[src/rtl/clir_pkg.sv]
// Package for the circular list store with indexed removal.
// Sizes, request and status codes, sequencer states, memory write port type.
// Used by every module in rtl; depends on nothing.
package clir_pkg;

  localparam int DEPTH      = 16;
  localparam int DATA_WIDTH = 32;
  localparam int POS_W      = 8;
  localparam int ADDR_W     = $clog2(DEPTH);
  localparam int CNT_W      = $clog2(DEPTH + 1);
  localparam int BIT_W      = $clog2(POS_W);

  typedef logic [DATA_WIDTH-1:0] word_t;
  typedef logic [ADDR_W-1:0]     addr_t;
  typedef logic [CNT_W-1:0]      cnt_t;
  typedef logic [BIT_W-1:0]      bitidx_t;
  typedef logic [POS_W-1:0]      pos_t;

  typedef enum logic [1:0] {
    ACT_PUSH        = 2'd0,
    ACT_REMOVE_AT   = 2'd1,
    ACT_REMOVE_LAST = 2'd2,
    ACT_NOP         = 2'd3
  } action_t;

  typedef enum logic [1:0] {
    ST_DONE  = 2'd0,
    ST_FULL  = 2'd1,
    ST_EMPTY = 2'd2
  } status_t;

  typedef enum logic [2:0] {
    S_IDLE,
    S_DISPATCH,
    S_MOD,
    S_READ,
    S_CAPT,
    S_SH_RD,
    S_SH_WR
  } state_t;

  typedef struct packed {
    logic  we;
    addr_t addr;
    word_t data;
  } mem_wr_t;

endpackage

[src/rtl/clir_mem.sv]
// Entry store: one write port, one read port with registered read data.
// Depends on clir_pkg.
module clir_mem (
  input  logic             clk,
  input  clir_pkg::mem_wr_t wr,
  input  clir_pkg::addr_t  raddr,
  output clir_pkg::word_t  rdata
);

  clir_pkg::word_t mem [clir_pkg::DEPTH];

  always_ff @(posedge clk) begin
    if (wr.we) begin
      mem[wr.addr] <= wr.data;
    end
    rdata <= mem[raddr];
  end

endmodule

[src/rtl/clir_step.sv]
// Compare/subtract unit: one restoring remainder step per cycle.
// Depends on clir_pkg.
module clir_step (
  input  clir_pkg::cnt_t rem,
  input  logic           bit_in,
  input  clir_pkg::cnt_t divisor,
  output clir_pkg::cnt_t rem_out
);

  logic [clir_pkg::CNT_W:0] shifted;
  logic [clir_pkg::CNT_W:0] trial;
  logic                     ge;

  assign shifted = {rem, bit_in};
  assign trial   = shifted - {1'b0, divisor};
  assign ge      = shifted >= {1'b0, divisor};
  assign rem_out = ge ? trial[clir_pkg::CNT_W-1:0] : shifted[clir_pkg::CNT_W-1:0];

endmodule

[src/rtl/circular_list_indexed_removal.sv]
// Circular list store with push, remove at position and remove last.
// Push, no-op, empty/full rejects: result decided in the dispatch state and registered.
// Remove last: read, capture, result. Remove at position: 8 remainder steps on the
// subtractor, then read, capture and each later entry shifted down (read, then write).
// One request at a time; busy stays high until the result strobe; results are never stalled.
// Synchronous reset empties the store; entry contents stay undefined until written.
module circular_list_indexed_removal (
  input  logic        clk,
  input  logic        rst,
  input  logic        start,
  output logic        busy,
  input  logic [1:0]  action,
  input  logic [31:0] value,
  input  logic [7:0]  position,
  output logic        done,
  output logic [31:0] removed_value,
  output logic [1:0]  status,
  output logic [4:0]  entry_count
);

  clir_pkg::state_t  state, state_next;
  clir_pkg::action_t act, act_next;
  clir_pkg::word_t   val, val_next;
  clir_pkg::pos_t    pos, pos_next;
  clir_pkg::cnt_t    count, count_next;
  clir_pkg::cnt_t    rem, rem_next;
  clir_pkg::bitidx_t bitidx, bitidx_next;
  clir_pkg::addr_t   ptr, ptr_next;
  clir_pkg::word_t   word, word_next;
  logic              done_next;
  logic [31:0]       removed_value_next;
  logic [1:0]        status_next;
  logic [4:0]        entry_count_next;

  clir_pkg::mem_wr_t mem_wr;
  clir_pkg::addr_t   raddr;
  clir_pkg::word_t   rdata;
  clir_pkg::cnt_t    step_rem;
  clir_pkg::cnt_t    ptr_inc;

  clir_mem u_mem (
    .clk   (clk),
    .wr    (mem_wr),
    .raddr (raddr),
    .rdata (rdata)
  );

  clir_step u_step (
    .rem     (rem),
    .bit_in  (pos[bitidx]),
    .divisor (count),
    .rem_out (step_rem)
  );

  assign busy    = (state != clir_pkg::S_IDLE);
  assign ptr_inc = clir_pkg::cnt_t'(ptr) + clir_pkg::cnt_t'(1);

  always_ff @(posedge clk) begin
    if (rst) begin
      state <= clir_pkg::S_IDLE;
      count <= '0;
      done  <= 1'b0;
    end else begin
      state <= state_next;
      count <= count_next;
      done  <= done_next;
    end
    act           <= act_next;
    val           <= val_next;
    pos           <= pos_next;
    rem           <= rem_next;
    bitidx        <= bitidx_next;
    ptr           <= ptr_next;
    word          <= word_next;
    removed_value <= removed_value_next;
    status        <= status_next;
    entry_count   <= entry_count_next;
  end

  always_comb begin
    state_next         = state;
    act_next           = act;
    val_next           = val;
    pos_next           = pos;
    count_next         = count;
    rem_next           = rem;
    bitidx_next        = bitidx;
    ptr_next           = ptr;
    word_next          = word;
    done_next          = 1'b0;
    removed_value_next = removed_value;
    status_next        = status;
    entry_count_next   = entry_count;
    mem_wr.we          = 1'b0;
    mem_wr.addr        = ptr;
    mem_wr.data        = rdata;
    raddr              = ptr;

    case (state)
      clir_pkg::S_IDLE: begin
        if (start) begin
          act_next   = clir_pkg::action_t'(action);
          val_next   = clir_pkg::word_t'(value);
          pos_next   = position;
          state_next = clir_pkg::S_DISPATCH;
        end
      end
      clir_pkg::S_DISPATCH: begin
        removed_value_next = '0;
        status_next        = clir_pkg::ST_DONE;
        entry_count_next   = 5'(count);
        case (act)
          clir_pkg::ACT_PUSH: begin
            done_next  = 1'b1;
            state_next = clir_pkg::S_IDLE;
            if (count == clir_pkg::cnt_t'(clir_pkg::DEPTH)) begin
              status_next = clir_pkg::ST_FULL;
            end else begin
              mem_wr.we        = 1'b1;
              mem_wr.addr      = clir_pkg::addr_t'(count);
              mem_wr.data      = val;
              count_next       = count + clir_pkg::cnt_t'(1);
              entry_count_next = 5'(count + clir_pkg::cnt_t'(1));
            end
          end
          clir_pkg::ACT_REMOVE_AT, clir_pkg::ACT_REMOVE_LAST: begin
            if (count == '0) begin
              status_next = clir_pkg::ST_EMPTY;
              done_next   = 1'b1;
              state_next  = clir_pkg::S_IDLE;
            end else if (act == clir_pkg::ACT_REMOVE_LAST) begin
              ptr_next   = clir_pkg::addr_t'(count - clir_pkg::cnt_t'(1));
              state_next = clir_pkg::S_READ;
            end else begin
              rem_next    = '0;
              bitidx_next = clir_pkg::bitidx_t'(clir_pkg::POS_W - 1);
              state_next  = clir_pkg::S_MOD;
            end
          end
          default: begin
            done_next  = 1'b1;
            state_next = clir_pkg::S_IDLE;
          end
        endcase
      end
      clir_pkg::S_MOD: begin
        rem_next = step_rem;
        if (bitidx == '0) begin
          ptr_next   = clir_pkg::addr_t'(step_rem);
          state_next = clir_pkg::S_READ;
        end else begin
          bitidx_next = bitidx - clir_pkg::bitidx_t'(1);
        end
      end
      clir_pkg::S_READ: begin
        raddr      = ptr;
        state_next = clir_pkg::S_CAPT;
      end
      clir_pkg::S_CAPT: begin
        word_next  = rdata;
        state_next = clir_pkg::S_SH_RD;
      end
      clir_pkg::S_SH_RD: begin
        if (ptr_inc < count) begin
          raddr      = ptr + clir_pkg::addr_t'(1);
          state_next = clir_pkg::S_SH_WR;
        end else begin
          count_next         = count - clir_pkg::cnt_t'(1);
          removed_value_next = 32'(word);
          status_next        = clir_pkg::ST_DONE;
          entry_count_next   = 5'(count - clir_pkg::cnt_t'(1));
          done_next          = 1'b1;
          state_next         = clir_pkg::S_IDLE;
        end
      end
      clir_pkg::S_SH_WR: begin
        mem_wr.we   = 1'b1;
        mem_wr.addr = ptr;
        mem_wr.data = rdata;
        ptr_next    = ptr + clir_pkg::addr_t'(1);
        state_next  = clir_pkg::S_SH_RD;
      end
      default: begin
        state_next = clir_pkg::S_IDLE;
      end
    endcase
  end

  a_done_idle: assert property (@(posedge clk) disable iff (rst)
    done |-> !busy)
    else $error("result strobe while busy");

  a_start_busy: assert property (@(posedge clk) disable iff (rst)
    start && !busy |=> busy && !done)
    else $error("accepted request did not raise busy");

  a_full_count: assert property (@(posedge clk) disable iff (rst)
    done && status == clir_pkg::ST_FULL |-> entry_count == 5'(clir_pkg::DEPTH))
    else $error("full status with store not full");

  a_empty_result: assert property (@(posedge clk) disable iff (rst)
    done && status == clir_pkg::ST_EMPTY |-> entry_count == 5'd0 && removed_value == 32'd0)
    else $error("empty status with nonzero count or value");

  a_count_range: assert property (@(posedge clk) disable iff (rst)
    done |-> entry_count <= 5'(clir_pkg::DEPTH))
    else $error("entry count out of range");

endmodule
[config.mk]
export PLATFORM = sky130hd
export DESIGN_NAME = circular_list_indexed_removal
export DESIGN_NICKNAME = d
export VERILOG_FILES = /design/src/rtl/clir_pkg.sv /design/src/rtl/clir_mem.sv /design/src/rtl/clir_step.sv /design/src/rtl/circular_list_indexed_removal.sv
export SDC_FILE = /design/constraint.sdc
export NUM_CORES = 1
export LEC_CHECK = 0
export ABC_AREA = 1
export BUFFER_PORTS_ARGS = -buffer_cell sky130_fd_sc_hd__buf_2
export CELL_PAD_IN_SITES_DETAIL_PLACEMENT = 0
export CELL_PAD_IN_SITES_GLOBAL_PLACEMENT = 2
export CORE_ASPECT_RATIO = 1.2
export CORE_UTILIZATION = 25
export DETAILED_ROUTE_END_ITERATION = 6
export PLACE_DENSITY_LB_ADDON = 0.1
export SLEW_MARGIN = 30
export SYNTH_ARGS = -nofsm -noshare
export SYNTH_HDL_FRONTEND = slang
export SYNTH_SLANG_ARGS = --single-unit
[constraint.sdc]
create_clock -name clk -period 3.6 [get_ports clk]
set_input_delay 0.72 -clock clk [delete_from_list [all_inputs] [get_ports clk]]
set_output_delay 0.72 -clock clk [all_outputs]
set_load 0.01 [all_outputs]
# [Yosys cells after proc, flatten, opt, wreduce, memory -nomap -nowiden]
# Memory sizes are Yosys's and may differ from the RTL's. A register that Yosys moved wholly into a read port is not among the register bits.
# Cells that the tools add are included.
[totals] regBits=134 ram_bits=512 in_bits=45 output_inout_bits=41 word_cells=102 n_memories=1
[op_classes] add_sub_neg=6 order_cmp=3 eq_ne=17 mux=46 n_reduce_logical=16
[mem_list] name="u_mem.mem" depth=16 width=32 rd=1 rd_clocked_by_memory_dff=1 write_ports=1 line_no="clir_mem.sv:10" rtl="clir_pkg::word_t mem [clir_pkg::DEPTH];"
[op_table] cell="$mux 37" n=2
[op_table] cell="$pmux 37 s2" n=1
[op_table] cell="$pmux 32 s2" n=1
[op_table] cell="$mux 5" n=7
[op_table] cell="$mux 32" n=1
[op_table] cell="$mux 4" n=6
[op_table] cell="$mux 3" n=7
[op_table] cell="$pmux 5 s2" n=2
[op_table] cell="$pmux 3 s6" n=1
[op_table] cell="$ne 2x2->1 const B" n=8
[op_table] cell="$pmux 4 s3" n=1
[op_table] cell="$reduce_and 5->1" n=2
[op_table] cell="$eq 3x3->1 const B" n=3
[op_table] cell="$mux 1" n=8
[op_table] cell="$mux 2" n=4
[op_table] cell="$pmux 2 s2" n=2
[op_table] cell="$eq 3x2->1 const B" n=2
[op_table] cell="$ge 6x5->1" n=1
[op_table] cell="$logic_not 3->1" n=2
[op_table] cell="$pmux 3 s2" n=1
[op_table] cell="$reduce_and 2->1" n=3
[op_table] cell="$reduce_bool 3->1" n=2
[op_table] cell="$add 4x1->5 const B" n=1
[op_table] cell="$add 5x1->5 const B" n=1
[op_table] cell="other kinds (17)" n=19

# [Longest topological paths before layout]
# Gate-level depths: netlist (run 1).
[logic_depth] depth_word=6 ltp_mapped=18 ltp_nobuf=16

# [Modules after synthesis]
# From an unflattened synthesis (run 1), not the netlist that was laid out.
[hier_totals] hier_cells=2695 area_unflattened_um2=28841.4
[by_module_without_submodules] mod="clir_mem" n_inst=1 cells_per_inst=2120 area_per_inst_um2=22744.3 seq_area_each_um2=16015.4
[by_module_without_submodules] mod="circular_list_indexed_removal" n_inst=1 cells_per_inst=520 area_per_inst_um2=5786.8 seq_area_each_um2=3933.8
[by_module_without_submodules] mod="clir_step" n_inst=1 cells_per_inst=55 area_per_inst_um2=310.3 seq_area_each_um2=0.0

# [Worst setup path before layout (run 1)]
# OpenSTA, ideal clock, no wires.
[synth_timing] kind="reg-to-reg" from="register count[0]" to="memory u_mem.mem[14][0] (netlist bit) (enable)" setup_time_ns=0.421 arrival_ns=2.930 required_time_ns=3.179 slack_ns=0.249 stages_incl_launch_ff=9 path_buffers=1 synth_period_minus_slack_ns=3.351 cell_sequence="dfxtp_1 > inv_1 > ha_1 > nand3_1 > nand3_1 > buf_2 > o21ai_0 > nand2_1 > nor2_1"
[synth_via] elab_chain_len=6
[synth_rtl] element="from (decl)" line_no="circular_list_indexed_removal.sv:25" rtl="clir_pkg::cnt_t count, count_next;"
[synth_rtl] element="from (signal assigned)" line_no="circular_list_indexed_removal.sv:65" rtl="count <= count_next;"
[synth_rtl] element="$eq 5x5->1" line_no="circular_list_indexed_removal.sv:116" rtl="if (count == clir_pkg::cnt_t'(clir_pkg::DEPTH)) begin"
[synth_rtl] element="$mux 37 (*)" line_no="circular_list_indexed_removal.sv:116"
[synth_rtl] element="$mux 37 (*)" line_no="circular_list_indexed_removal.sv:112" rtl="case (act)"
[synth_rtl] element="$pmux 37 s2 (*)" line_no="circular_list_indexed_removal.sv:99" rtl="case (state)"
[synth_rtl] element="$mux 1" line_no="clir_mem.sv:13" rtl="if (wr.we) begin"
[synth_rtl] element="$mux 1 (implied by the code)" line_no="clir_mem.sv:14" rtl="mem[wr.addr] <= wr.data;"
[synth_rtl] element="to (decl)" line_no="clir_mem.sv:10"
# Every way passes the cells marked *; elsewhere a longest branch is shown, timed or not.

# [Worst setup path in the final report (run 1)]
[layout_timing] from="register ptr[0]" to="register u_mem.rdata[9] (read register of u_mem.mem)"
[layout_via] elab_chain_len=4 word_cells_on_any_way=5 cone_classes="add/sub: 2; order compare: 1; mux: 2"
[layout_rtl] element="from (decl)" line_no="circular_list_indexed_removal.sv:28" rtl="clir_pkg::addr_t ptr, ptr_next;"
[layout_rtl] element="from (signal assigned)" line_no="circular_list_indexed_removal.sv:73" rtl="ptr <= ptr_next;"
[layout_rtl] element="$add 4x1->5" line_no="circular_list_indexed_removal.sv:56" rtl="assign ptr_inc = clir_pkg::cnt_t'(ptr) + clir_pkg::cnt_t'(1);"
[layout_rtl] element="$lt 5x5->1" line_no="circular_list_indexed_removal.sv:164" rtl="if (ptr_inc < count) begin"
[layout_rtl] element="$mux 4" line_no="circular_list_indexed_removal.sv:164"
[layout_rtl] element="$mux 4 (*)" line_no="circular_list_indexed_removal.sv:99"
[layout_rtl] element="to (decl)" line_no="clir_mem.sv:7" rtl="output clir_pkg::word_t rdata"
# Marked as above.
# A chain may end at the register's enable or synchronous reset.

==> impl_summary.log, run 1 <==
[metrics] result of the run: finished clean
[metrics] layout-stage area growth over the synthesis result: 20.3%
[metrics] final worst-path cycle share: 89.6%
[metrics] drt drc: 0
[metrics] sum of net half-perimeters after detailed placement: 48700 um
[metrics] library cell occupying the most area in the post-synthesis netlist: edfxtp_1
[metrics] worst slack at placement: 0.207 ns
[metrics] peak fanout along the critical path: 50
[metrics] area taken by flip-flops and latches: 19900 um2
[metrics] wire length of the first global-routing pass: 134000 um
[metrics] Synth Area in Simple Gates: 20.6%
[metrics] placeable core region: 112000 um2
[metrics] die boundary width: 309 um
[metrics] Max VDD drop: 324 uV
[metrics] clock-pin slew reported for the worst setup and hold paths after clock tree synthesis: 0.06 ns
[metrics] sequential fraction of the synthesis area: 70.5%
[metrics] routed via count: 18200
[metrics] nets@finish: 2629
[metrics] f_max: 310 MHz
[metrics] post-detailed-route via-to-cell ratio: 4.42
[metrics] GPL Wtd Cong: 0.715
[metrics] CTS root buffer: clkbuf_16
[metrics] Sinks on Clock Net: 678
[metrics] area of the multi-input gates: 7030 um2
[metrics] final hold slack: 0.225 ns
[metrics] number of pins with negative max-slew slack in the final report: 0
[metrics] worst max-slew margin expressed relative to the limit: 49.7%
[metrics] clock latency on the worst-skew pair: 0.67 ns
[metrics] Longest Clk Path Bufs: 3
[metrics] # Max-Cap Violations: 0
[metrics] ys flop type: edfxtp_1
[metrics] final hold violations: 0
[metrics] Worst EP arrival: 3.82 ns
[metrics] cell with the most instances after synthesis: edfxtp_1
[metrics] cell types with the largest area share after synthesis: edfxtp_1, nand3_1, nand2_1, inv_1, dfxtp_1
[metrics] async set-reset flop share out of synthesis: 0%
[metrics] total wirelength of the detailed-routed design: 92500 um
[metrics] transition time at the pin with the least slew margin: 0.755 ns
[metrics] XOR/XNOR share of the synthesized area: 0.217%
[metrics] drt first pass iters: 5
[metrics] Layout Skew: 0.0195 ns
[metrics] TritonCTS clock tree: built
[metrics] first-iteration detailed-routing DRC count: 1225
[metrics] top cells by instance count after synthesis: edfxtp_1, nand2_1, nand3_1
[metrics] P_leak: 13.1 nW
[metrics] gr ovfl total: 0
[metrics] critical path start-end classification: flip-flop to flip-flop
[metrics] port buffer count: 85
[metrics] utilization of the core after routing: 30.5%
[metrics] crit path time final: 3.22 ns
[metrics] die outline area: 115000 um2
[metrics] Warnings, synthesis: 0
[metrics] quantity of hold-fixing buffers added after cts: 0
[metrics] fraction of layout instances using a drive strength above 1: 13.6%
[metrics] number of routed nets with antenna violations: 0
[metrics] post-synth top area share: 67.6%
[metrics] WL/cell: 22.4 um
[metrics] final worst setup slack: 0.376 ns
[metrics] pwr dens: 582 nW/um2
[metrics] number of antenna violations at the first check in global routing: 3
[metrics] Synth Register Bits: 678
[metrics] number of core rows: 134
[metrics] maximum number of pins on one net before global-route repair: 83
[metrics] io pins: 86
[metrics] compound-cell area share of the yosys netlist: 1.08%
[metrics] Net Count, Synth: 2511
[metrics] number of failing setup endpoints in the final timing report: 0
[metrics] vias in the first global route: 18600
[metrics] GRT Resource Usage Total: 16.4%
[metrics] initial core utilization: 25.3%
[metrics] fraction of synthesized area in multiplexers: 1.27%
[metrics] Data required, critical path: 4.20 ns
[metrics] post-synthesis cell count: 2447
[metrics] number of enable-type register cells in the synthesized netlist: 637
[metrics] critical path capture point type: flip-flop
[metrics] post-synthesis cell type count: 36
[metrics] post-synthesis instance area: 28300 um2
[metrics] CP Launch Type: flip-flop
[metrics] Filler Cells Inserted: 11400
[metrics] number of buffers created by CTS: 82
[metrics] largest family of logic cells by synthesized area: simple AND/OR/NAND/NOR gates
[metrics] synthesized area per cell: 11.6 um2
[metrics] sum of negative setup slack: 0 ns
[metrics] Worst Hold Class: primary input to flip-flop
[metrics] Die Y: 371 um
[metrics] adder and majority cell fraction of the synthesized area: 0.866%
[metrics] H-tree levels: 3
[repair_timing]
action | in CTS | in global routing
gates resized for setup | 0 | 1
buffers inserted | 0 | 3
endpoints found under the setup margin | 0 | 6
[path summary, 6_finish.rpt]
check,from,slack (ns),endpoint,cells past startpoint
min,value[20],0.23,val[20]$_DFFE_PP_,1
max,ptr[0]$_DFFE_PP_,0.38,u_mem.rdata[9]$_DFF_P_,15
min reg2reg,u_mem.rdata[31]$_DFF_P_,0.42,word[31]$_DFFE_PN_,0
max reg2reg,ptr[0]$_DFFE_PP_,0.38,u_mem.rdata[9]$_DFF_P_,15
[per-layer routing]
metal | wire length (um) | GRT usage [%] | vias up
met2 | 45600 | 28.0 | 304
met4 | 2090 | 5.20 | 0
li1 | - | - | 8681
met3 | 3280 | 2.53 | 111
met1 | 41500 | 21.1 | 9147
met5 | 0 | 0 | -
[cell families (layout without fill, tap and decap cells)]
kind of cell,Yosys count,count (layout)
fa+ha+maj,19,19
buf+inv,381,564
simple gates,1279,1279
xor+xnor,7,7
other cells,0,1
compound gates,51,51
flops,678,678
mux,32,32
[report_power, final]
part / switching [mW] / internal [mW]
registers: 0.135 / 9.27
logic: 1.59 / 0.628
clock network: 3.32 / 4.89
[critical path, stage by stage, from the launching register on]
cell and delay, ns:
edfxtp_1 0.45, ha_1 0.26, xor2_1 0.25, ha_1 0.30, nand2_1 0.07, nor2_1 0.04
nand2_1 0.13, nand4_4 0.25, nand2_8 0.21, buf_4 0.55, nand3_1 0.22, nand2_1 0.12
nand2_1 0.05, nand3_1 0.07, nand3_1 0.07, nand2_1 0.08
[registers in the layout, indices dropped and copies added (netlist names), 4 cells and up]
signal / flops
removed_value: 32
u_mem.mem: 512
entry_count: 5
rem: 5
pos: 8
ptr: 4
count: 5
word: 32
u_mem.rdata: 32
val: 32
[metrics by stage]
| stage | cell area, um2 | std cells | total power, mW |
|---|---|---|---|
| after floorplan | 28300 | 2447 | 10.8 |
| after global placement | 31400 | 3974 | 11.9 |
| after detailed placement | 31400 | 3974 | 11.9 |
| after CTS | 34000 | 4123 | 20.2 |
| after global routing | 34100 | 4127 | 20.7 |
| final | 34100 | 4127 | 19.8 |
[layout by cell type, fill, tap and decap left out, types with 19 or more instances in the layout]
master	instances
buf_12	48
buf_2	85
buf_4	41
clkbuf_1	23
clkbuf_16	83
clkinv_2	19
dfxtp_1	41
edfxtp_1	637
inv_1	234
mux2_2	32
nand2_1	598
nand3_1	495
nand3b_1	96
nor2_1	55
[cell type report]
| type | instances | share of cell area [%] |
|---|---|---|
| sequential | 678 | 58.6 |
| antenna | 1 | 0.00735 |
| clock inverter | 42 | 1.27 |
| tap | 1496 | 5.50 |
| inverter | 241 | 2.66 |
| clock buffer | 107 | 6.39 |
| multi-input combinational | 1388 | 20.6 |
| timing repair buffer | 174 | 4.97 |
No activity file was read; power rests on OpenSTA's default activity.
==> inputs of run 2 (changes only) <==
--- a/config.mk
+++ b/config.mk
@@ -11,5 +11,5 @@
 export CELL_PAD_IN_SITES_GLOBAL_PLACEMENT = 2
 export CORE_ASPECT_RATIO = 1.2
-export CORE_UTILIZATION = 25
+export CORE_UTILIZATION = 43
 export DETAILED_ROUTE_END_ITERATION = 6
 export PLACE_DENSITY_LB_ADDON = 0.1
==> constraint.sdc (replaced) <==
create_clock -name clk -period 3.6 [get_ports clk]
set_input_delay 0.18 -clock clk [delete_from_list [all_inputs] [get_ports clk]]
set_output_delay 0.18 -clock clk [all_outputs]
set_load 0.01 [all_outputs]
==> run 2 against run 1 <==
Global-route usage is 6.1 points higher. Cell area is 2.7% lower. Sequential power hardly changed. Register-to-register slack worse by 0.08 ns. Flip-flop and latch count stayed put. Critical endpoint is now u_mem.rdata[12]$_DFF_P_. Maximum frequency is 2.5% lower. Setup slack worse by 0.083 ns. Via count is 0.21% lower. Clock-buffer cell count is 13 lower. Final cell count is 16% lower. Clock power is 11% lower. Combinational power is 6% lower.
==> impl_summary.log, run 2 (same netlist as run 1, synthesis figures left out) <==
[metrics] result of the run: finished clean
[metrics] layout-stage area growth over the synthesis result: 17.0%
[metrics] initial core utilization: 43.7% (+18 points)
[metrics] transition time at the pin with the least slew margin: 0.933 ns (+0.177 ns)
[metrics] worst max-slew margin expressed relative to the limit: 37.7% (-12 points)
[metrics] # Max-Cap Violations: 0 (unchanged)
[metrics] logic gate share of total power: 11.1% (about the same)
[metrics] GPL Wtd Cong: 0.823 (+15%)
[metrics] WL/cell: 21.4 um (-4.4%)
[metrics] die boundary width: 236 um (-24%)
[metrics] first-iteration detailed-routing DRC count: 1057 (-14%)
[metrics] die outline area: 66900 um2 (-42%)
[metrics] switching power of the nets: 4.61 mW (-8.5%)
[metrics] critical-path cell list: ha_1, xor2_1, ha_1, nand2_1, nand2_1, a21oi_1, nand4_1, nand2_4, buf_12, nand2_1, nand3_1, nand3_1, nand3_1, nand2_1
[metrics] Worst path max stage delay: 0.46 ns (-0.09 ns)
[metrics] io pins: 86 (unchanged)
[metrics] Max VDD drop: 356 uV (+9.7%)
[metrics] dominant delay contributor by cell family on the critical path: simple AND/OR/NAND/NOR gates
[metrics] CP Launch Type: flip-flop
[metrics] gr ovfl total: 0 (unchanged)
[metrics] sum of negative setup slack: 0 ns (unchanged)
[metrics] post-layout instance area: 33100 um2 (-2.7%)
[metrics] clock latency on the worst-skew pair: 0.61 ns (-0.06 ns)
[metrics] GRT Resource Usage Total: 22.5% (+6.1 points)
[metrics] Critical path buffers and inverters: 1 (unchanged)
[metrics] area of the multi-input gates: 7020 um2 (-0.11%)
[metrics] Worst Hold Class: primary input to flip-flop
[metrics] fraction of layout instances using a drive strength above 1: 12.4% (-1.2 points)
[metrics] number of pins with negative max-slew slack in the final report: 0 (unchanged)
[metrics] routed via count: 18200 (-0.21%)
[metrics] number of buffers created by CTS: 71 (-13%)
[metrics] utilization of the core after routing: 51.1% (+21 points)
[metrics] clock-pin slew reported for the worst setup and hold paths after clock tree synthesis: 0.06 ns (about the same)
[metrics] sum of net half-perimeters after detailed placement: 39900 um (-18%)
[metrics] Die Y: 283 um (-24%)
[metrics] maximum number of pins on one net before global-route repair: 102 (+23%)
[metrics] Worst EP arrival: 3.79 ns (-0.03 ns)
[metrics] TritonCTS clock tree: built
[metrics] RSZ-0062 raised after global routing: false
[metrics] peak fanout along the critical path: 101 (+100%)
[metrics] crit path time final: 3.31 ns (+0.0832 ns)
[metrics] final worst-path cycle share: 91.9% (+2.3 points)
[metrics] fraction of power consumed by the clock network: 38.9% (-2.5 points)
[metrics] Longest Clk Path Bufs: 3 (unchanged)
[metrics] max FFs per register: 512 (unchanged)
[metrics] f_max: 302 MHz (-2.5%)
[metrics] drt drc: 0 (unchanged)
[metrics] slowest cell on the critical path: edfxtp_1
[metrics] Filler Cells Inserted: 5752 (-50%)
[metrics] P_leak: 13.0 nW (-0.83%)
[metrics] area taken by flip-flops and latches: 19900 um2 (unchanged)
[metrics] number of routed nets with antenna violations: 0 (unchanged)
[metrics] CP most frequent cell: nand2_1
[metrics] pwr dens: 567 nW/um2 (-2.7%)
[metrics] most frequent cells in the layout: edfxtp_1, nand2_1, nand3_1, inv_1, nand3b_1
[metrics] nets@finish: 2646 (+0.65%)
[metrics] critical path start-end classification: flip-flop to flip-flop
[metrics] wire length of the first global-routing pass: 112000 um (-16%)
[metrics] Layout Skew: 0.0256 ns (+0.00616 ns)
[metrics] final hold violations: 0 (unchanged)
[metrics] fraction of power spent switching nets: 24.6% (-0.84 points)
[metrics] register name with the most flops: u_mem.mem
[metrics] Sinks on Clock Net: 678 (unchanged)
[metrics] post-detailed-route via-to-cell ratio: 5.24 (+19%)
[metrics] diodes inserted: 0 (-1)
[metrics] most common library cell in the layout ignoring fill and taps: edfxtp_1
[metrics] vias in the first global route: 17900 (-3.3%)
[metrics] number of failing setup endpoints in the final timing report: 0 (unchanged)
[metrics] total wirelength of the detailed-routed design: 74400 um (-20%)
[metrics] port buffer count: 85 (unchanged)
[metrics] Internal: 14.2 mW (-4.2%)
[metrics] Data required, critical path: 4.08 ns (-0.12 ns)
[metrics] number of antenna violations at the first check in global routing: 0 (-3)
[metrics] placed cell area: 30400 um2 (-3.3%)
[metrics] critical path capture point type: flip-flop
[metrics] number of core rows: 102 (-24%)
[metrics] H-tree levels: 3 (unchanged)
[metrics] total design power: 18.8 mW (-5.3%)
[metrics] drt first pass iters: 7 (+2)
[metrics] placeable core region: 64800 um2 (-42%)
[metrics] CTS root buffer: clkbuf_16
[metrics] Flop pwr share: 50.0% (+2.6 points)
run 2: changes by cell type in the layout (fill, tap and decap cells not counted), sizes merged:
cell,change
inv,-3
clkbuf,-13
buf,-16
diode,-1
bufinv,-3
dlygate4sd3,+44
clkinv,-6
clkinvlp,+6
run 2: cell type report:
cell class	count	area share [%]
flip-flops and latches	678	60.2
inverters	241	2.73
clock inverters	36	1.06
clock buffers	94	5.94
well taps	832	3.14
multi-input cells	1388	21.2
repair buffers	202	5.74
run 2: worst register-to-register path: cells and delay by family (launching register included):
family                     cells  cell delay, ns
adders and majority gates      2            0.55
AOI/OAI and AO/OA              1            0.16
xor gates and xnor gates       1            0.26
and+or+nand+nor                9            1.36
DFF                            1            0.46
buffers and inverters          1            0.38
run 2: final timing paths:
path / slack [ns] / startpoint / endpoint / depth (start not counted)
worst max-delay path: 0.29 / ptr[1]$_DFFE_PP_ / u_mem.rdata[12]$_DFF_P_ / 14
worst min-delay path: 0.28 / value[28] / val[28]$_DFFE_PP_ / 2
worst max register to register: 0.29 / ptr[1]$_DFFE_PP_ / u_mem.rdata[12]$_DFF_P_ / 14
worst min register to register: 0.43 / u_mem.rdata[0]$_DFF_P_ / word[0]$_DFFE_PN_ / 0
run 2: stage by stage:
step                      instances  hold slack (ns)  setup slack (ns)
after floorplan                2447            0.279             0.249
after global placement         3297            0.357             0.410
after detailed placement       3297            0.358             0.376
after CTS                      3471            0.246             0.335
after global routing           3471            0.262            0.0295
final                          3471            0.280             0.293
run 2: what timing repair did:
item,in CTS,in global routing
hold buffers,44,0
gates resized for setup,0,0
setup buffers,0,0
hold endpoints to repair,51,0
run 2: power groups by stage:
stage	logic (mW)	clock network, mW	registers, mW
finish	2.08	7.31	9.39
global route	2.32	7.78	9.42
CTS	2.11	7.48	9.40
detailed placement	2.07	0	9.56
global placement	2.04	0	9.56
floorplan	1.27	0	9.53
run 2: per-layer routing:
metal | routed length (um) | part of all wire, % | GRT usage [%]
met1 | 32700 | 44 | 29.7
met2 | 37100 | 50 | 38.5
met3 | 2860 | 3.8 | 2.93
met4 | 1730 | 2.3 | 6.83
met5 | 0 | 0 | 0
